--- src/hdl/spc_pkg.sv ---
// Shared types, constants and coil sequence tables for the stepper position controller.
package spc_pkg;

	localparam int DEG_PER_REV = 360;
	localparam int GOAL_W      = 10;
	localparam int POS_W       = 16;
	localparam int ANGLE_W     = 11;
	localparam int COIL_W      = 4;
	localparam int PHASE_W     = 2;
	localparam int DEG_W       = 9;

	typedef enum logic {
		OP_TICK       = 1'b0,
		OP_SET_TARGET = 1'b1
	} op_t;

	typedef enum logic [1:0] {
		DIR_IDLE = 2'd0,
		DIR_CW   = 2'd1,
		DIR_CCW  = 2'd2
	} dir_t;

	typedef struct packed {
		logic signed [POS_W-1:0]   pos;
		logic [GOAL_W-1:0]         goal;
		logic [PHASE_W-1:0]        phase;
		dir_t                      dir;
		logic                      home;
		logic [COIL_W-1:0]         coil;
	} state_t;

	function automatic logic [COIL_W-1:0] cw_pattern(input logic [PHASE_W-1:0] phase);
		logic [COIL_W-1:0] pat;
		unique case (phase)
			2'd0: pat = 4'd3;
			2'd1: pat = 4'd6;
			2'd2: pat = 4'd12;
			default: pat = 4'd9;
		endcase
		return pat;
	endfunction

	function automatic logic [COIL_W-1:0] ccw_pattern(input logic [PHASE_W-1:0] phase);
		logic [COIL_W-1:0] pat;
		unique case (phase)
			2'd0: pat = 4'd12;
			2'd1: pat = 4'd6;
			2'd2: pat = 4'd3;
			default: pat = 4'd9;
		endcase
		return pat;
	endfunction

endpackage

--- src/hdl/spc_target_scale.sv ---
// Angle front end: floored modulo 360 of the request angle and scaling by steps per revolution.
module spc_target_scale #(
	parameter int STEPS_PER_REV = 512,
	parameter int PROD_W        = 19
) (
	input  logic signed [spc_pkg::ANGLE_W-1:0] target_angle,
	output logic [PROD_W-1:0]                  scaled
);

	localparam int U_W = spc_pkg::ANGLE_W + 1;

	logic [U_W-1:0]            shifted;
	logic [U_W-1:0]            reduced;
	logic [spc_pkg::DEG_W-1:0] degrees;

	// Adding three turns makes every input angle non-negative without changing it modulo 360.
	assign shifted = U_W'({target_angle[spc_pkg::ANGLE_W-1], target_angle})
		+ U_W'(3 * spc_pkg::DEG_PER_REV);

	always_comb begin
		if (shifted >= U_W'(5 * spc_pkg::DEG_PER_REV)) begin
			reduced = shifted - U_W'(5 * spc_pkg::DEG_PER_REV);
		end else if (shifted >= U_W'(4 * spc_pkg::DEG_PER_REV)) begin
			reduced = shifted - U_W'(4 * spc_pkg::DEG_PER_REV);
		end else if (shifted >= U_W'(3 * spc_pkg::DEG_PER_REV)) begin
			reduced = shifted - U_W'(3 * spc_pkg::DEG_PER_REV);
		end else if (shifted >= U_W'(2 * spc_pkg::DEG_PER_REV)) begin
			reduced = shifted - U_W'(2 * spc_pkg::DEG_PER_REV);
		end else if (shifted >= U_W'(spc_pkg::DEG_PER_REV)) begin
			reduced = shifted - U_W'(spc_pkg::DEG_PER_REV);
		end else begin
			reduced = shifted;
		end
	end

	assign degrees = reduced[spc_pkg::DEG_W-1:0];
	assign scaled  = PROD_W'(degrees) * PROD_W'(STEPS_PER_REV);

endmodule

--- src/hdl/spc_motion_core.sv ---
// Next-state logic: target division, homing, step sequencing and position counting.
module spc_motion_core #(
	parameter int PROD_W        = 19
) (
	input  spc_pkg::state_t    cur,
	input  spc_pkg::op_t       op,
	input  logic               home_sensor,
	input  logic [PROD_W-1:0]  scaled,
	output spc_pkg::state_t    nxt
);

	// Division by 360 is a multiply by a rounded-up reciprocal; the shift keeps the error below one.
	localparam int     SHIFT   = PROD_W + 9;
	localparam int     RECIP_W = SHIFT - 7;
	localparam longint RECIP   = ((64'd1 << SHIFT) + 64'(spc_pkg::DEG_PER_REV - 1))
		/ 64'(spc_pkg::DEG_PER_REV);
	localparam int     FULL_W  = PROD_W + RECIP_W;

	logic [FULL_W-1:0]                 full;
	logic [spc_pkg::GOAL_W-1:0]        goal_new;
	logic signed [spc_pkg::POS_W-1:0]  goal_ext;
	logic                              play;
	spc_pkg::dir_t                     play_dir;
	logic [spc_pkg::PHASE_W-1:0]       play_phase;

	assign full     = FULL_W'(scaled) * FULL_W'(RECIP_W'(RECIP));
	assign goal_new = full[SHIFT +: spc_pkg::GOAL_W];
	assign goal_ext = spc_pkg::POS_W'(cur.goal);

	always_comb begin
		nxt        = cur;
		play       = 1'b0;
		play_dir   = cur.dir;
		play_phase = cur.phase;
		if (op == spc_pkg::OP_SET_TARGET) begin
			nxt.goal = goal_new;
		end else begin
			if (cur.phase != '0
				&& (cur.dir == spc_pkg::DIR_CW || cur.dir == spc_pkg::DIR_CCW)) begin
				// A step in progress always finishes its four patterns.
				play = 1'b1;
			end else begin
				nxt.phase  = '0;
				play_phase = '0;
				if (cur.home) begin
					if (home_sensor) begin
						nxt.pos  = '0;
						nxt.home = 1'b0;
						nxt.dir  = spc_pkg::DIR_IDLE;
					end else begin
						play     = 1'b1;
						play_dir = spc_pkg::DIR_CW;
					end
				end else if (cur.pos == goal_ext) begin
					nxt.coil = '0;
					nxt.dir  = spc_pkg::DIR_IDLE;
				end else begin
					play     = 1'b1;
					play_dir = (goal_ext > cur.pos) ? spc_pkg::DIR_CCW : spc_pkg::DIR_CW;
				end
			end

			if (play) begin
				nxt.dir  = play_dir;
				nxt.coil = (play_dir == spc_pkg::DIR_CW) ? spc_pkg::cw_pattern(play_phase)
					: spc_pkg::ccw_pattern(play_phase);
				if (play_phase == '1) begin
					if (play_dir == spc_pkg::DIR_CW) begin
						if (cur.pos != {1'b1, {(spc_pkg::POS_W-1){1'b0}}}) begin
							nxt.pos = cur.pos - 16'sd1;
						end
					end else begin
						if (cur.pos != {1'b0, {(spc_pkg::POS_W-1){1'b1}}}) begin
							nxt.pos = cur.pos + 16'sd1;
						end
					end
					nxt.phase = '0;
					nxt.dir   = spc_pkg::DIR_IDLE;
				end else begin
					nxt.phase = play_phase + 2'd1;
				end
			end
		end
	end

endmodule

--- src/hdl/stepper_position_controller.sv ---
// The result register loads from the input stage once a request there meets a free output.
// Throughput: one request per cycle while the output is not stalled; the controller state
// updates with the result register, so each request sees the state left by the one before it.
// Reset: asynchronous, active low; homing starts, position, target and state coils are zero.
// The result register holds while stalled and the input stage keeps taking requests until full.
module stepper_position_controller #(
	parameter int STEPS_PER_REV = 512
) (
	input  logic                               clk,
	input  logic                               arst_n,
	input  logic                               in_valid,
	output logic                               in_stall,
	input  logic [0:0]                         operation,
	input  logic                               home_sensor,
	input  logic signed [spc_pkg::ANGLE_W-1:0] target_angle,
	output logic                               out_valid,
	input  logic                               out_stall,
	output logic [spc_pkg::COIL_W-1:0]         coil_pattern,
	output logic signed [spc_pkg::POS_W-1:0]   position,
	output logic                               at_target,
	output logic                               homing
);

	localparam int PROD_W = $clog2((spc_pkg::DEG_PER_REV - 1) * STEPS_PER_REV + 1);

	logic               valid_s1;
	spc_pkg::op_t       op_s1;
	logic               sensor_s1;
	logic [PROD_W-1:0]  scaled_s1;
	logic [PROD_W-1:0]  scaled;
	logic               out_valid_q;
	logic               out_free;
	logic               advance;
	logic               in_accept;
	spc_pkg::state_t    state_q;
	spc_pkg::state_t    state_nxt;
	logic               at_target_nxt;

	assign out_free  = !out_valid_q || !out_stall;
	assign advance   = valid_s1 && out_free;
	assign in_stall  = valid_s1 && !out_free;
	assign in_accept = in_valid && !in_stall;
	assign out_valid = out_valid_q;

	spc_target_scale #(
		.STEPS_PER_REV(STEPS_PER_REV),
		.PROD_W(PROD_W)
	) u_scale (
		.target_angle(target_angle),
		.scaled(scaled)
	);

	spc_motion_core #(
		.PROD_W(PROD_W)
	) u_core (
		.cur(state_q),
		.op(op_s1),
		.home_sensor(sensor_s1),
		.scaled(scaled_s1),
		.nxt(state_nxt)
	);

	assign at_target_nxt = !state_nxt.home
		&& (state_nxt.pos == spc_pkg::POS_W'(state_nxt.goal));

	always_ff @(posedge clk or negedge arst_n) begin
		if (!arst_n) begin
			valid_s1 <= 1'b0;
		end else if (in_accept) begin
			valid_s1 <= 1'b1;
		end else if (advance) begin
			valid_s1 <= 1'b0;
		end
	end

	always_ff @(posedge clk) begin
		if (in_accept) begin
			op_s1     <= spc_pkg::op_t'(operation);
			sensor_s1 <= home_sensor;
			scaled_s1 <= scaled;
		end
	end

	always_ff @(posedge clk or negedge arst_n) begin
		if (!arst_n) begin
			state_q.pos   <= '0;
			state_q.goal  <= '0;
			state_q.phase <= '0;
			state_q.dir   <= spc_pkg::DIR_IDLE;
			state_q.home  <= 1'b1;
			state_q.coil  <= '0;
		end else if (advance) begin
			state_q <= state_nxt;
		end
	end

	always_ff @(posedge clk or negedge arst_n) begin
		if (!arst_n) begin
			out_valid_q <= 1'b0;
		end else if (advance) begin
			out_valid_q <= 1'b1;
		end else if (!out_stall) begin
			out_valid_q <= 1'b0;
		end
	end

	always_ff @(posedge clk) begin
		if (advance) begin
			coil_pattern <= state_nxt.coil;
			position     <= state_nxt.pos;
			at_target    <= at_target_nxt;
			homing       <= state_nxt.home;
		end
	end

`ifndef SYNTHESIS
	// Once the home search has ended it never restarts.
	a_home_once: assert property (@(posedge clk) disable iff (!arst_n)
		!state_q.home |=> !state_q.home)
		else $error("home search restarted");

	// A nonzero phase only exists inside a step with a real direction.
	a_phase_dir: assert property (@(posedge clk) disable iff (!arst_n)
		state_q.phase != '0 |-> (state_q.dir == spc_pkg::DIR_CW
			|| state_q.dir == spc_pkg::DIR_CCW))
		else $error("step phase without direction");

	// The input side is held off only while a request waits in the input stage.
	a_stall_held: assert property (@(posedge clk) disable iff (!arst_n)
		in_stall |-> valid_s1 && out_valid_q && out_stall)
		else $error("input stalled without a waiting request");

	// A result never claims to be on target while still homing.
	a_target_home: assert property (@(posedge clk) disable iff (!arst_n)
		out_valid |-> !(at_target && homing))
		else $error("on target reported during homing");
`endif

endmodule
--- config.mk ---
export PLATFORM = sky130hd
export DESIGN_NAME = stepper_position_controller
export DESIGN_NICKNAME = d
export VERILOG_FILES = /design/src/hdl/spc_pkg.sv /design/src/hdl/spc_target_scale.sv /design/src/hdl/spc_motion_core.sv /design/src/hdl/stepper_position_controller.sv
export SDC_FILE = /design/constraint.sdc
export NUM_CORES = 1
export LEC_CHECK = 0
export ABC_AREA = 1
export BUFFER_PORTS_ARGS = -buffer_cell sky130_fd_sc_hd__buf_2
export CAP_MARGIN = 20
export CORE_ASPECT_RATIO = 1.2
export CORE_MARGIN = 1.5
export CORE_UTILIZATION = 58
export DETAILED_ROUTE_END_ITERATION = 10
export PLACE_DENSITY = 0.79
export SYNTH_ARGS = -nofsm -noshare
export SYNTH_HDL_FRONTEND = slang
export SYNTH_SLANG_ARGS = --single-unit
--- constraint.sdc ---
create_clock -name clk -period 4.1 [get_ports clk]
set_clock_uncertainty 0.05 [all_clocks]
set_input_delay 0.82 -clock clk [delete_from_list [all_inputs] [get_ports clk]]
set_output_delay 0.82 -clock clk [all_outputs]
set_load 0.02 [all_outputs]
==> flow_summary.json <==
{
  "cp-end-kind": "flop",
  "violations": "setup timing",
  "synthTopCellsByArea": "ha_1 14%, nand2_1 13%, edfxtp_1 12%, dfrtp_1 11%, inv_1 9.2%",
  "insertion_delay_ps": 350,
  "rsz0062_at_grt": "yes",
  "slew_violations": 0,
  "synth.distinct_cells": 55,
  "timing.final.crit_share": 1.07,
  "cts_tree": "built",
  "fmax_ghz": 0.227,
  "cts_root_buf": "clkbuf_16",
  "crit_path_start_kind": "flop",
  "max_cap_violations": 0,
  "powerDensity_nw_per_um2": 888,
  "r2r_slack_ps": -300,
  "worstReg2RegStart": "scaled_s1[16]",
  "critPathRequiredTime_ps": 4250,
  "synth.top_cells.by_count": "289 x nand2_1, 201 x inv_1, 93 x nand3_1, 89 x ha_1, 71 x nor2_1",
  "cts.clk_slew.worst_paths_ps": 60,
  "outcome": "complete, but fails checks",
  "drt-met1-wl_um": 8640,
  "ys.warnings.count": 0,
  "holdBufCountCts": 0,
  "path_max_fanout": 3,
  "dr_wl_met2_um": 12000,
  "grt_pass1_wl_um": 36600,
  "antenna_found_initial": 0,
  "drive_gt1_frac": 0.222,
  "routedWlPerCell_um": 15.9,
  "final_net_count": 1410,
  "hold_path_class": "flop to flop",
  "dpl.hpwl_um": 17400,
  "syn_inst": 1155,
  "synth-edff-count": 33,
  "hp-start": "valid_s1",
  "post-route-util": 0.721,
  "grt_max_degree": 42,
  "drc": 0,
  "numCtsBuffers": 9,
  "async_flop_share": 0.529,
  "grt_overflow_total": 0,
  "cts_max_level": 3,
  "place_congestion": 0.967,
  "synth_top_area_frac": 0.135,
  "drt-total-wl_um": 23000,
  "syn2layout_area_growth_pct": 21.1,
  "antenna_cells": 0,
  "first_global_vias": 7893,
  "viasPerCell": 5.69,
  "firstDrtPassIters": 8,
  "syn_nets": 1296,
  "finalInstanceArea_sq_um": 9960,
  "synth-seq-area-share": 0.233,
  "max_slew_margin": 0.400,
  "clock_path_buffers": 2,
  "die_h_um": 133,
  "reg2reg_to": "at_target",
  "core.rowCount": 47,
  "tightest_slew_ps": 900,
  "core_sq_um": 13800,
  "drt_iter0_drc": 549,
  "worstSetupPathType": "flop to flop",
  "min_path_cells": 2,
  "top_layer": "met4",
  "antenna_left": 0,
  "portBuffers": 40,
  "dieArea_sq_um": 14900,
  "grt_usage": 0.305,
  "finalHoldViolCount": 0,
  "cts.sinks": 70,
  "ios": 41,
  "hold-path-endpoint": "out_valid",
  "ir_drop_uv": 544,
  "placed_cell_area_sq_um": 9130,
  "start_util": 0.595,
  "fin_crit_ps": 4400,
  "die_w_um": 112,
  "post-synth-top-count-cell": "nand2_1",
  "ys.flop_type": "dfrtp_1",
  "syn_avg_cell_area_sq_um": 7.12,
  "yosys.area.top_type": "ha_1",
  "syn_area_sq_um": 8220,
  "leakage_nw": 4.94,
  "reg2reg_depth": 24,
  "dr_wl_met3_um": 1210,
  "num_vias": 8215,
  "worst_slack_ps": -304,
  "ys_ff_latch": 70,
  "setup_viol": 1,
  "critPathArrivalTime_ps": 4550
}
## area by class of cell
| class | instances | area [sq um] |
|---|---|---|
| Clock inverter | 7 | 57.6 |
| Inverter | 215 | 810 |
| Sequential cell | 70 | 1920 |
| Multi-Input combinational cell | 845 | 5860 |
| Tap cell | 171 | 214 |
| Clock buffer | 9 | 225 |
| Fill cell | 1081 | 3860 |
| Timing Repair Buffer | 128 | 880 |
## cells in the final DEF (no fill, tap or decap), types with 3 or more instances in the layout
cell / Yosys / routed
edfxtp_1: 33 / 33
nor3_2: 3 / 5
nand3_1: 93 / 87
ha_1: 89 / 69
nor2_2: 2 / 8
nor2_4: 3 / 4
nand2_4: 1 / 4
nor2_1: 71 / 64
clkinv_1: 3 / 3
o21ai_0: 68 / 52
o21ai_2: 0 / 8
nand3_2: 3 / 9
nand2_2: 8 / 22
fa_1: 35 / 34
o211ai_1: 4 / 4
clkinv_4: 0 / 3
inv_2: 11 / 18
ha_4: 0 / 19
nand2_1: 289 / 272
a31oi_1: 11 / 10
xor2_1: 17 / 16
xnor2_1: 4 / 4
nor3_1: 14 / 12
o22ai_1: 16 / 16
buf_2: 4 / 40
dfrtp_1: 36 / 36
o21ai_1: 10 / 17
inv_1: 201 / 193
buf_4: 1 / 83
buf_6: 7 / 5
a21oi_2: 3 / 16
nand4_1: 25 / 25
or2_2: 5 / 5
a21oi_1: 40 / 25
clkbuf_16: 0 / 9
o31ai_1: 4 / 4
o21bai_1: 5 / 4
## worst max-delay path: stages (launching register included)
cell,delay [ps]
edfxtp_1,450
fa_1,580
inv_1,60
fa_1,500
inv_2,40
fa_1,560
ha_4,230
ha_4,260
nand2_1,80
nand2_2,70
a31oi_2,150
nand2_1,100
nand3_2,90
nand2_1,60
nand2_1,80
nand3_2,130
o21ai_4,110
inv_1,50
nand2_1,60
nand2_1,50
nor2_2,120
nand2_1,80
nor2_1,110
nand2_1,70
nor2_1,110
## metrics by stage
step	setup WS [ps]	hold slack (ps)	instances	setup TNS [ps]	total power, mW
4_1_cts	-197	449	1440	-197	8.14
3_5_place_dp	-436	441	1416	-615	6.75
5_1_grt	-494	481	1445	-849	9.57
3_3_place_gp	-378	431	1416	-378	6.65
6_report	-304	444	1445	-304	8.84
2_1_floorplan	1.80	384	1155	0	4.91
## layer usage
metal	global-route usage	vias up
met1	0.343	3819
met3	0.0423	89
met4	0.155	0
met5	0	-
met2	0.561	313
li1	-	3994
## registers in the layout, indices dropped and copies added (netlist names)
register and count:
state_q 35, valid_s1 1, coil_pattern 4, at_target 1
scaled_s1 9, op_s1 1, out_valid 1, position 16
homing 1, sensor_s1 1
## report_power, final
group          internal (mW)  switching [mW]
clock                  0.417           0.318
combinational           2.91            4.02
sequential             0.964           0.218
## worst max-delay path by stage
stage / to / slack, ps / from / cells after the start
final: at_target / -300 / scaled_s1[16] / 24
after global placement: at_target / -380 / scaled_s1[9] / 24
after floorplan: at_target / 2 / scaled_s1[15] / 22
after detailed placement: at_target / -440 / scaled_s1[17] / 22
after CTS: at_target / -200 / scaled_s1[9] / 24
after global routing: at_target / -490 / scaled_s1[17] / 24
## cell families after synthesis
logic type,share of synthesized area
xor gates and xnor gates,0.0243
and+or+nand+nor,0.285
AOI/OAI and AO/OA,0.119
DFF,0.233
adders and majority gates,0.221
buffers and inverters,0.117
## repair_timing
item	4_1_cts	5_1_grt
resized for setup	59	53
pin swaps	26	35
setup endpoints to repair	7	7
buffers inserted	8	5
No activity file was read; power rests on OpenSTA's default activity.
